### src/hdl/pmnl_pkg.sv
// Types, constants and codes shared by the page map modules.
`default_nettype none

package pmnl_pkg;

   localparam int ENTRIES   = 256;
   localparam int IDX_W     = $clog2(ENTRIES);
   localparam int CNT_W     = IDX_W + 1;
   localparam int SIZE_W    = 4;
   localparam int ADDR_BITS = 24;
   localparam int LEVEL_W   = 4;
   localparam int PHYS_W    = 16;
   localparam int SPACE_W   = 8;
   localparam int DIM_W     = 2;
   localparam int SHIFT_W   = 6;

   localparam logic [DIM_W-1:0] DIM_RESET = 2'd2;

   typedef enum logic [1:0] {
      FUNC_MAP     = 2'd0,
      FUNC_UNMAP   = 2'd1,
      FUNC_EXACT   = 2'd2,
      FUNC_NEAREST = 2'd3
   } func_type;

   typedef enum logic [1:0] {
      RSP_OK          = 2'd0,
      RSP_NOT_PRESENT = 2'd1,
      RSP_ALREADY     = 2'd2,
      RSP_FULL        = 2'd3
   } status_type;

   typedef struct packed {
      logic [SIZE_W-1:0]    log_size;
      logic [ADDR_BITS-1:0] addr;
      logic [LEVEL_W-1:0]   level;
      logic [PHYS_W-1:0]    phys;
      logic [SPACE_W-1:0]   space;
   } entry_type;

   typedef struct packed {
      logic exact;
      logic near;
   } match_type;

endpackage

`default_nettype wire

### src/hdl/pmnl_match.sv
// Compares one stored entry against the exact key and the nearest-size candidates.
`default_nettype none

module pmnl_match (
   input  pmnl_pkg::entry_type                 ent,
   input  logic                                ent_valid,
   input  logic [pmnl_pkg::SIZE_W-1:0]         key_size,
   input  logic [pmnl_pkg::ADDR_BITS-1:0]      key_addr,
   input  logic [pmnl_pkg::SIZE_W:0]           min_size,
   input  logic [pmnl_pkg::DIM_W-1:0]          dims,
   output pmnl_pkg::match_type                 hit
);

   logic [pmnl_pkg::SHIFT_W-1:0]   shift;
   logic [pmnl_pkg::ADDR_BITS-1:0] mask;
   logic [pmnl_pkg::ADDR_BITS-1:0] cand;

   // The candidate at a larger size has the low dims*size bits cleared.
   always_comb begin
      shift = pmnl_pkg::SHIFT_W'(dims) * pmnl_pkg::SHIFT_W'(ent.log_size);
      if (shift >= pmnl_pkg::SHIFT_W'(pmnl_pkg::ADDR_BITS)) begin
         mask = '0;
      end else begin
         mask = {pmnl_pkg::ADDR_BITS{1'b1}} << shift;
      end
      cand = (ent.log_size == key_size) ? key_addr : (key_addr & mask);
      hit.exact = ent_valid && (ent.log_size == key_size) && (ent.addr == key_addr);
      hit.near  = ent_valid && ({1'b0, ent.log_size} >= min_size) && (ent.addr == cand);
   end

endmodule

`default_nettype wire

### config.mk
export PLATFORM = sky130hd
export DESIGN_NAME = pmnl_match
export DESIGN_NICKNAME = d
export VERILOG_FILES = /design/src/hdl/pmnl_pkg.sv /design/src/hdl/pmnl_match.sv
export SDC_FILE = /design/constraint.sdc
export NUM_CORES = 1
export LEC_CHECK = 0
export BUFFER_PORTS_ARGS = -buffer_cell sky130_fd_sc_hd__buf_2
export CAP_MARGIN = 10
export CORE_UTILIZATION = 30
export DETAILED_ROUTE_END_ITERATION = 7
export GPL_ROUTABILITY_DRIVEN = 0
export PLACE_DENSITY = 0.63
export SYNTH_ARGS = -nofsm -noshare
export SYNTH_HDL_FRONTEND = slang
export SYNTH_SLANG_ARGS = --single-unit
### constraint.sdc
create_clock -name vclk -period 5.25
set_clock_uncertainty 0.1 [all_clocks]
set_input_delay 0.7875 -clock vclk [all_inputs]
set_output_delay 0.7875 -clock vclk [all_outputs]
set_load 0.02 [all_outputs]
==> results by group, run 1 <==
Outcome
  – Status: finished with violations
  – Violated checks: design-rule violations

Critical path
  – Worst EP required: 4.36 ns
  – Crit path max fanout: 8
  – Critical Path Max Stage Delay: 0.54 ns
  – Worst Setup Start Kind: input pin
  – Critical Path End Type: primary output
  – CP Cell Sequence: buf_2 -> and2_1 -> ha_1 -> fa_1 -> xor2_1 -> nand2_1 -> o31ai_1 -> o21ai_0 -> o22ai_1 -> o21ai_0 -> nor4_2 -> buf_2
  – Critical Path Slowest Stage Cell: xor2_1
  – CP Data Arrival Time: 3.84 ns
  – Critical path class: in2out

Global routing
  – Grt ovf: 0
  – Largest net degree at the start of global routing: 14
  – GR Util All Layers: 0.181
  – Initial antenna violation count: 0
  – First-pass GRT wire length: 7420 µm
  – Vias in the first global route: 1656

Timing
  – Final Max Slew Viols: 0
  – F_max: 211 MHz
  – Setup tns final: 0 ns
  – Minimum clock period: 4.73 ns
  – Final number of hold-violating endpoints: 0
  – Final setup fails: 0
  – Actual slew at the worst max-slew pin: 0.578 ns
  – Final worst path period share: 0.901
  – Worst slew margin: 0.613
  – RSZ-0062 raised after global routing: no

Synthesis
  – Register area share after synthesis: 0
  – Mean area per synthesized cell: 6.52 µm²
  – Yosys cell types: 50
  – Synth Instances: 216
  – Cell area after synthesis: 1410 µm²
  – Yosys warning total: 0
  – Syn_nets: 316

Placed design
  – Dpl cells: 330
  – IO buf count: 66
  – Final HPWL DP: 4010 µm

Cells and area
  – Share of cells above drive strength 1: 0.277
  – Clkbuf count: 0
  – Commonest cells after routing, fill and taps aside: 66 x buf_2, 21 x o21ai_0, 17 x inv_1
  – Non-filler instance count after layout: 330
  – Syn-to-layout area delta: 26.7%
  – Commonest non-fill, non-tap cell in the layout: buf_2
  – Final core utilization: 0.401
  – Sequential cell count: 0
  – Nets: 380
  – Reg area: 0 µm²
  – N_diodes: 0

Die
  – Starting density of the core: 0.317
  – # rows: 24
  – Die width: 70.5 µm
  – IO Pins: 94
  – DIE HEIGHT: 70.5 µm
  – Die area: 4970 µm²
  – Core area: 4440 µm²

Power
  – Peak supply drop: 0.0396 mV
  – Total net switching power: 0.0975 mW
  – Reg power frac: 0
  – Lkg Pwr: 0.813 nW
  – Pwr dens: 95.9 nW/µm²
  – Switching share of power: 0.570
  – Internal power: 0.0736 mW
  – Comb power frac: 1.000
  – Clock power share: 0

Route
  – Final ANT Viol Nets: 0
  – Vias per cell: 5.43
  – Pre-Repair DR Iteration Count: 6
  – 1st-iter DRT viols: 142
  – DRC viols: 14
  – Wire length per cell: 13.9 µm
  – Via Count: 1793
  – Drt total wl: 4600 µm

Min path
  – Hold Path Class: in2out

Job
  – Maxcap violations: 0

Clock tree
  – Hold buffers post-CTS: 0
  – Postcts setup bufs: 0
  – Cts repair resizes: 0
routing by layer:
layer  up-vias  part of all wire  track usage
met5         -                 0            0
met4         0             0.019       0.0340
met3         6             0.049      0.00289
met2        64              0.48        0.334
met1       799              0.45        0.236
li1        924                 -            -
critical path: cells and delay by family:
kind | cells | cell delay (ns)
and+or+nand+nor | 3 | 0.73
adders and majority gates | 2 | 0.73
AOI/OAI and AO/OA | 4 | 0.74
buffers and inverters | 2 | 0.33
xor gates and xnor gates | 1 | 0.54
final cells by class:
class	instances	area, µm²
fill	489	2660
timing repair buffer	69	353
inverter	17	63.8
tap	52	65.1
multi-input combinational	192	1300
synthesized netlist by cell type, drive strengths merged, types with 2 or more instances:
cell     instances  area share
a2111oi          2       0.017
a21o             2       0.011
a21oi           10       0.036
a22oi            4       0.025
a311oi           3       0.019
a31oi            3       0.013
and2            11       0.049
and3             3       0.013
buf              3       0.020
clkbuf           4       0.011
ha               7       0.062
inv             17       0.045
nand2           14       0.037
nand2b           3       0.013
nand3            6       0.025
nand4            5       0.022
nor2            16       0.043
nor2b            8       0.036
nor3             7       0.028
nor4             8       0.044
o2111ai          4       0.025
o21ai           22       0.078
o22ai            6       0.027
o31ai            2       0.011
o41ai            2       0.012
or4              2       0.013
xnor2           13       0.081
xor2            15       0.093
cells by family after synthesis:
family,after synthesis,share of synthesized area
fa+ha+maj,8,0.0764
xor+xnor,28,0.174
simple gates,87,0.345
buf+inv,24,0.0755
compound gates,69,0.329
final timing paths:
path / start / endpoint / slack (ns) / cells after the start
setup / recovery: dims[1] / hit[0] / 0.52 / 12
hold / removal: ent_valid / hit[1] / 1.97 / 6
through the flow:
stage / area [µm²] / hold slack (ns) / total power, mW / worst slack, ns
after floorplan: 1410 / 1.69 / 0.108 / 0.798
after global placement: 1780 / 1.96 / 0.169 / 0.554
after detailed placement: 1780 / 1.97 / 0.170 / 0.541
after CTS: 1780 / 1.98 / 0.170 / 0.537
after global routing: 1780 / 1.99 / 0.190 / 0.363
final: 1780 / 1.97 / 0.171 / 0.518
power by group through the flow:
stage / clock [mW] / sequential (mW) / combinational [mW]
after floorplan: 0 / 0 / 0.108
final: 0 / 0 / 0.171
after global placement: 0 / 0 / 0.169
after CTS: 0 / 0 / 0.170
after detailed placement: 0 / 0 / 0.170
after global routing: 0 / 0 / 0.190
No activity file was read; power rests on OpenSTA's default activity.
==> inputs of run 2 (changes only) <==
--- a/config.mk
+++ b/config.mk
@@ -5,12 +5,13 @@
 export SDC_FILE = /design/constraint.sdc
 export NUM_CORES = 1
 export LEC_CHECK = 0
+export ABC_AREA = 1
 export BUFFER_PORTS_ARGS = -buffer_cell sky130_fd_sc_hd__buf_2
 export CAP_MARGIN = 10
 export CORE_UTILIZATION = 30
 export DETAILED_ROUTE_END_ITERATION = 7
 export GPL_ROUTABILITY_DRIVEN = 0
-export PLACE_DENSITY = 0.63
+export PLACE_DENSITY = 0.61
 export SYNTH_ARGS = -nofsm -noshare
 export SYNTH_HDL_FRONTEND = slang
 export SYNTH_SLANG_ARGS = --single-unit
==> results by group, run 2 <==
Timing
  – Final number of hold-violating endpoints: 0
  – F_max: 236 MHz
  – Final worst path period share: 0.806
  – Final Max Slew Viols: 0
  – Final setup fails: 0
  – RSZ-0062 raised after global routing: no
  – Actual slew at the worst max-slew pin: 0.715 ns
  – Hold Slack: 1.93 ns
  – Minimum clock period: 4.23 ns
  – Setup tns final: 0 ns
  – Worst slew margin: 0.521

Cells and area
  – N_diodes: 0
  – Syn-to-layout area delta: 23.7%
  – Final core utilization: 0.393
  – Clkbuf count: 0
  – Commonest cells after routing, fill and taps aside: 110 x nand2_1, 66 x buf_2, 56 x inv_1
  – Reg area: 0 µm²
  – Non-filler instance count after layout: 436
  – Commonest non-fill, non-tap cell in the layout: nand2_1
  – Sequential cell count: 0
  – Share of cells above drive strength 1: 0.220
  – Nets: 471

Critical path
  – Worst EP required: 4.36 ns
  – CP Data Arrival Time: 3.35 ns
  – Most frequent CP cell: nand2_1
  – CP Cell Sequence: buf_2 -> nand2_1 -> inv_1 -> ha_1 -> fa_1 -> xor2_2 -> inv_2 -> nand2_1 -> a21boi_0 -> nand2_1 -> nand2_1 -> nand2_1 -> nor2_1 -> nand2_1 -> nor2_1 -> nand3_1 -> nor2_1 -> buf_2
  – Worst Setup Start Kind: input pin
  – Crit path max fanout: 19
  – Buf/Inv on CP: 4
  – Critical Path Max Stage Delay: 0.43 ns
  – Critical Path End Type: primary output
  – Critical Path Slowest Stage Cell: fa_1
  – Top delay family on crit path: simple AND/OR/NAND/NOR gates
  – Critical path class: in2out

Power
  – Peak supply drop: 0.0313 mV
  – Pwr dens: 94.8 nW/µm²
  – Lkg Pwr: 1.20 nW

Synthesis
  – Post-Synth Simple-Gate Area: 0.558
  – Mean area per synthesized cell: 5.00 µm²
  – Register area share after synthesis: 0
  – Post-Synth XOR/XNOR Area: 0.0722
  – Synth Instances: 308
  – Largest area contributor in the netlist: nand2_1
  – Synth top area cells: nand2_1 27%, inv_1 14%, nand3_1 11%, nor2_1 6.6%, ha_1 5.7%
  – Commonest cells in the synthesized netlist: 110 x nand2_1, 56 x inv_1, 33 x nand3_1
  – Post-synth top area share: 0.268
  – Cell area after synthesis: 1540 µm²
  – Synth Area in Compound Gates: 0.125
  – Most common cell in the netlist: nand2_1
  – Syn_nets: 408
  – Yosys warning total: 0
  – Largest family of logic cells by synthesized area: simple AND/OR/NAND/NOR gates
  – Mux share of post-synthesis cell area: 0
  – Yosys cell types: 31
  – Synth Area in Adders: 0.0698

Route
  – 1st-iter DRT viols: 71
  – Via Count: 2042
  – Vias per cell: 4.68
  – DRC viols: 0
  – Wire length per cell: 10.9 µm
  – Final ANT Viol Nets: 0
  – Pre-Repair DR Iteration Count: 4
  – Drt total wl: 4740 µm

Clock tree
  – Hold buffers post-CTS: 0
  – Postcts setup bufs: 0
  – Cts repair resizes: 0

Global routing
  – Initial antenna violation count: 0
  – Vias in the first global route: 1838
  – Grt ovf: 0
  – Largest net degree at the start of global routing: 25
  – First-pass GRT wire length: 7610 µm
  – GR Util All Layers: 0.176

Die
  – Die width: 73.7 µm
  – Starting density of the core: 0.318
  – Core area: 4850 µm²
  – Die area: 5430 µm²
  – DIE HEIGHT: 73.7 µm
  – # rows: 25
  – IO Pins: 94

Placed design
  – IO buf count: 66
  – Final HPWL DP: 4050 µm
  – Dpl cells: 436

Job
  – Maxcap violations: 0

Outcome
  – Status: finished, final reports clean

Min path
  – Hold path start: key_addr[13]
  – Hold depth: 5
  – Worst Hold End: hit[1]
  – Hold Path Class: in2out
## run 2: cell types whose count changed after synthesis, moves of 13 or more
cell / change
nand2_1: +96
inv_1: +39
nand3_1: +28
o21ai_0: -15
xnor2_1: -13
## run 2: cell families after synthesis
family                   count (synthesis)
buffers and inverters                   64
adder cells (fa/ha/maj)                  8
XOR/XNOR                                11
AND/OR/NAND/NOR                        195
AO/OA/AOI/OAI                           30
## run 2: report_power, final
group          internal (mW)  leakage [nW]  total, mW  switching [mW]
sequential                 0             0          0               0
combinational         0.0688          1.20      0.181           0.112
clock                      0             0          0               0
total                 0.0688          1.20      0.181           0.112
## run 2: cell type report
| class | instances | area, µm² |
|---|---|---|
| tap | 67 | 83.8 |
| timing repair buffer | 66 | 330 |
| inverter | 59 | 221 |
| fill | 569 | 2940 |
| multi-input combinational | 244 | 1270 |
## run 2: tightest hold or removal path, delay by kind of cell
family	cells	cell delay [ns]
AND/OR/NAND/NOR	2	0.13
AO/OA/AOI/OAI	1	0.07
buffers and inverters	2	0.26
## run 2: worst max-delay path by stage
stage / startpoint / end / slack (ns) / cells after the start
finish: dims[1] / hit[0] / 1.02 / 18
global route: dims[1] / hit[0] / 0.71 / 18
CTS: dims[1] / hit[0] / 1.02 / 18
detailed placement: dims[1] / hit[0] / 1.03 / 18
global placement: dims[1] / hit[0] / 1.04 / 18
floorplan: dims[1] / hit[0] / 1.44 / 15
## run 2: through the flow
| stage | power, mW | instance area, µm² | worst slack [ns] |
|---|---|---|---|
| 6_report | 0.181 | 1910 | 1.02 |
| 5_1_grt | 0.206 | 1910 | 0.714 |
| 4_1_cts | 0.180 | 1910 | 1.02 |
| 3_5_place_dp | 0.179 | 1910 | 1.03 |
| 3_3_place_gp | 0.177 | 1910 | 1.04 |
| 2_1_floorplan | 0.124 | 1540 | 1.44 |
## run 2: per-layer routing
layer / part of all wire / GRT usage / vias to the layer above
met3: 0.052 / 0.0137 / 4
met4: 0.0084 / 0.0278 / 0
met2: 0.48 / 0.324 / 45
met1: 0.46 / 0.225 / 895
met5: 0 / 0 / -
li1: - / - / 1098
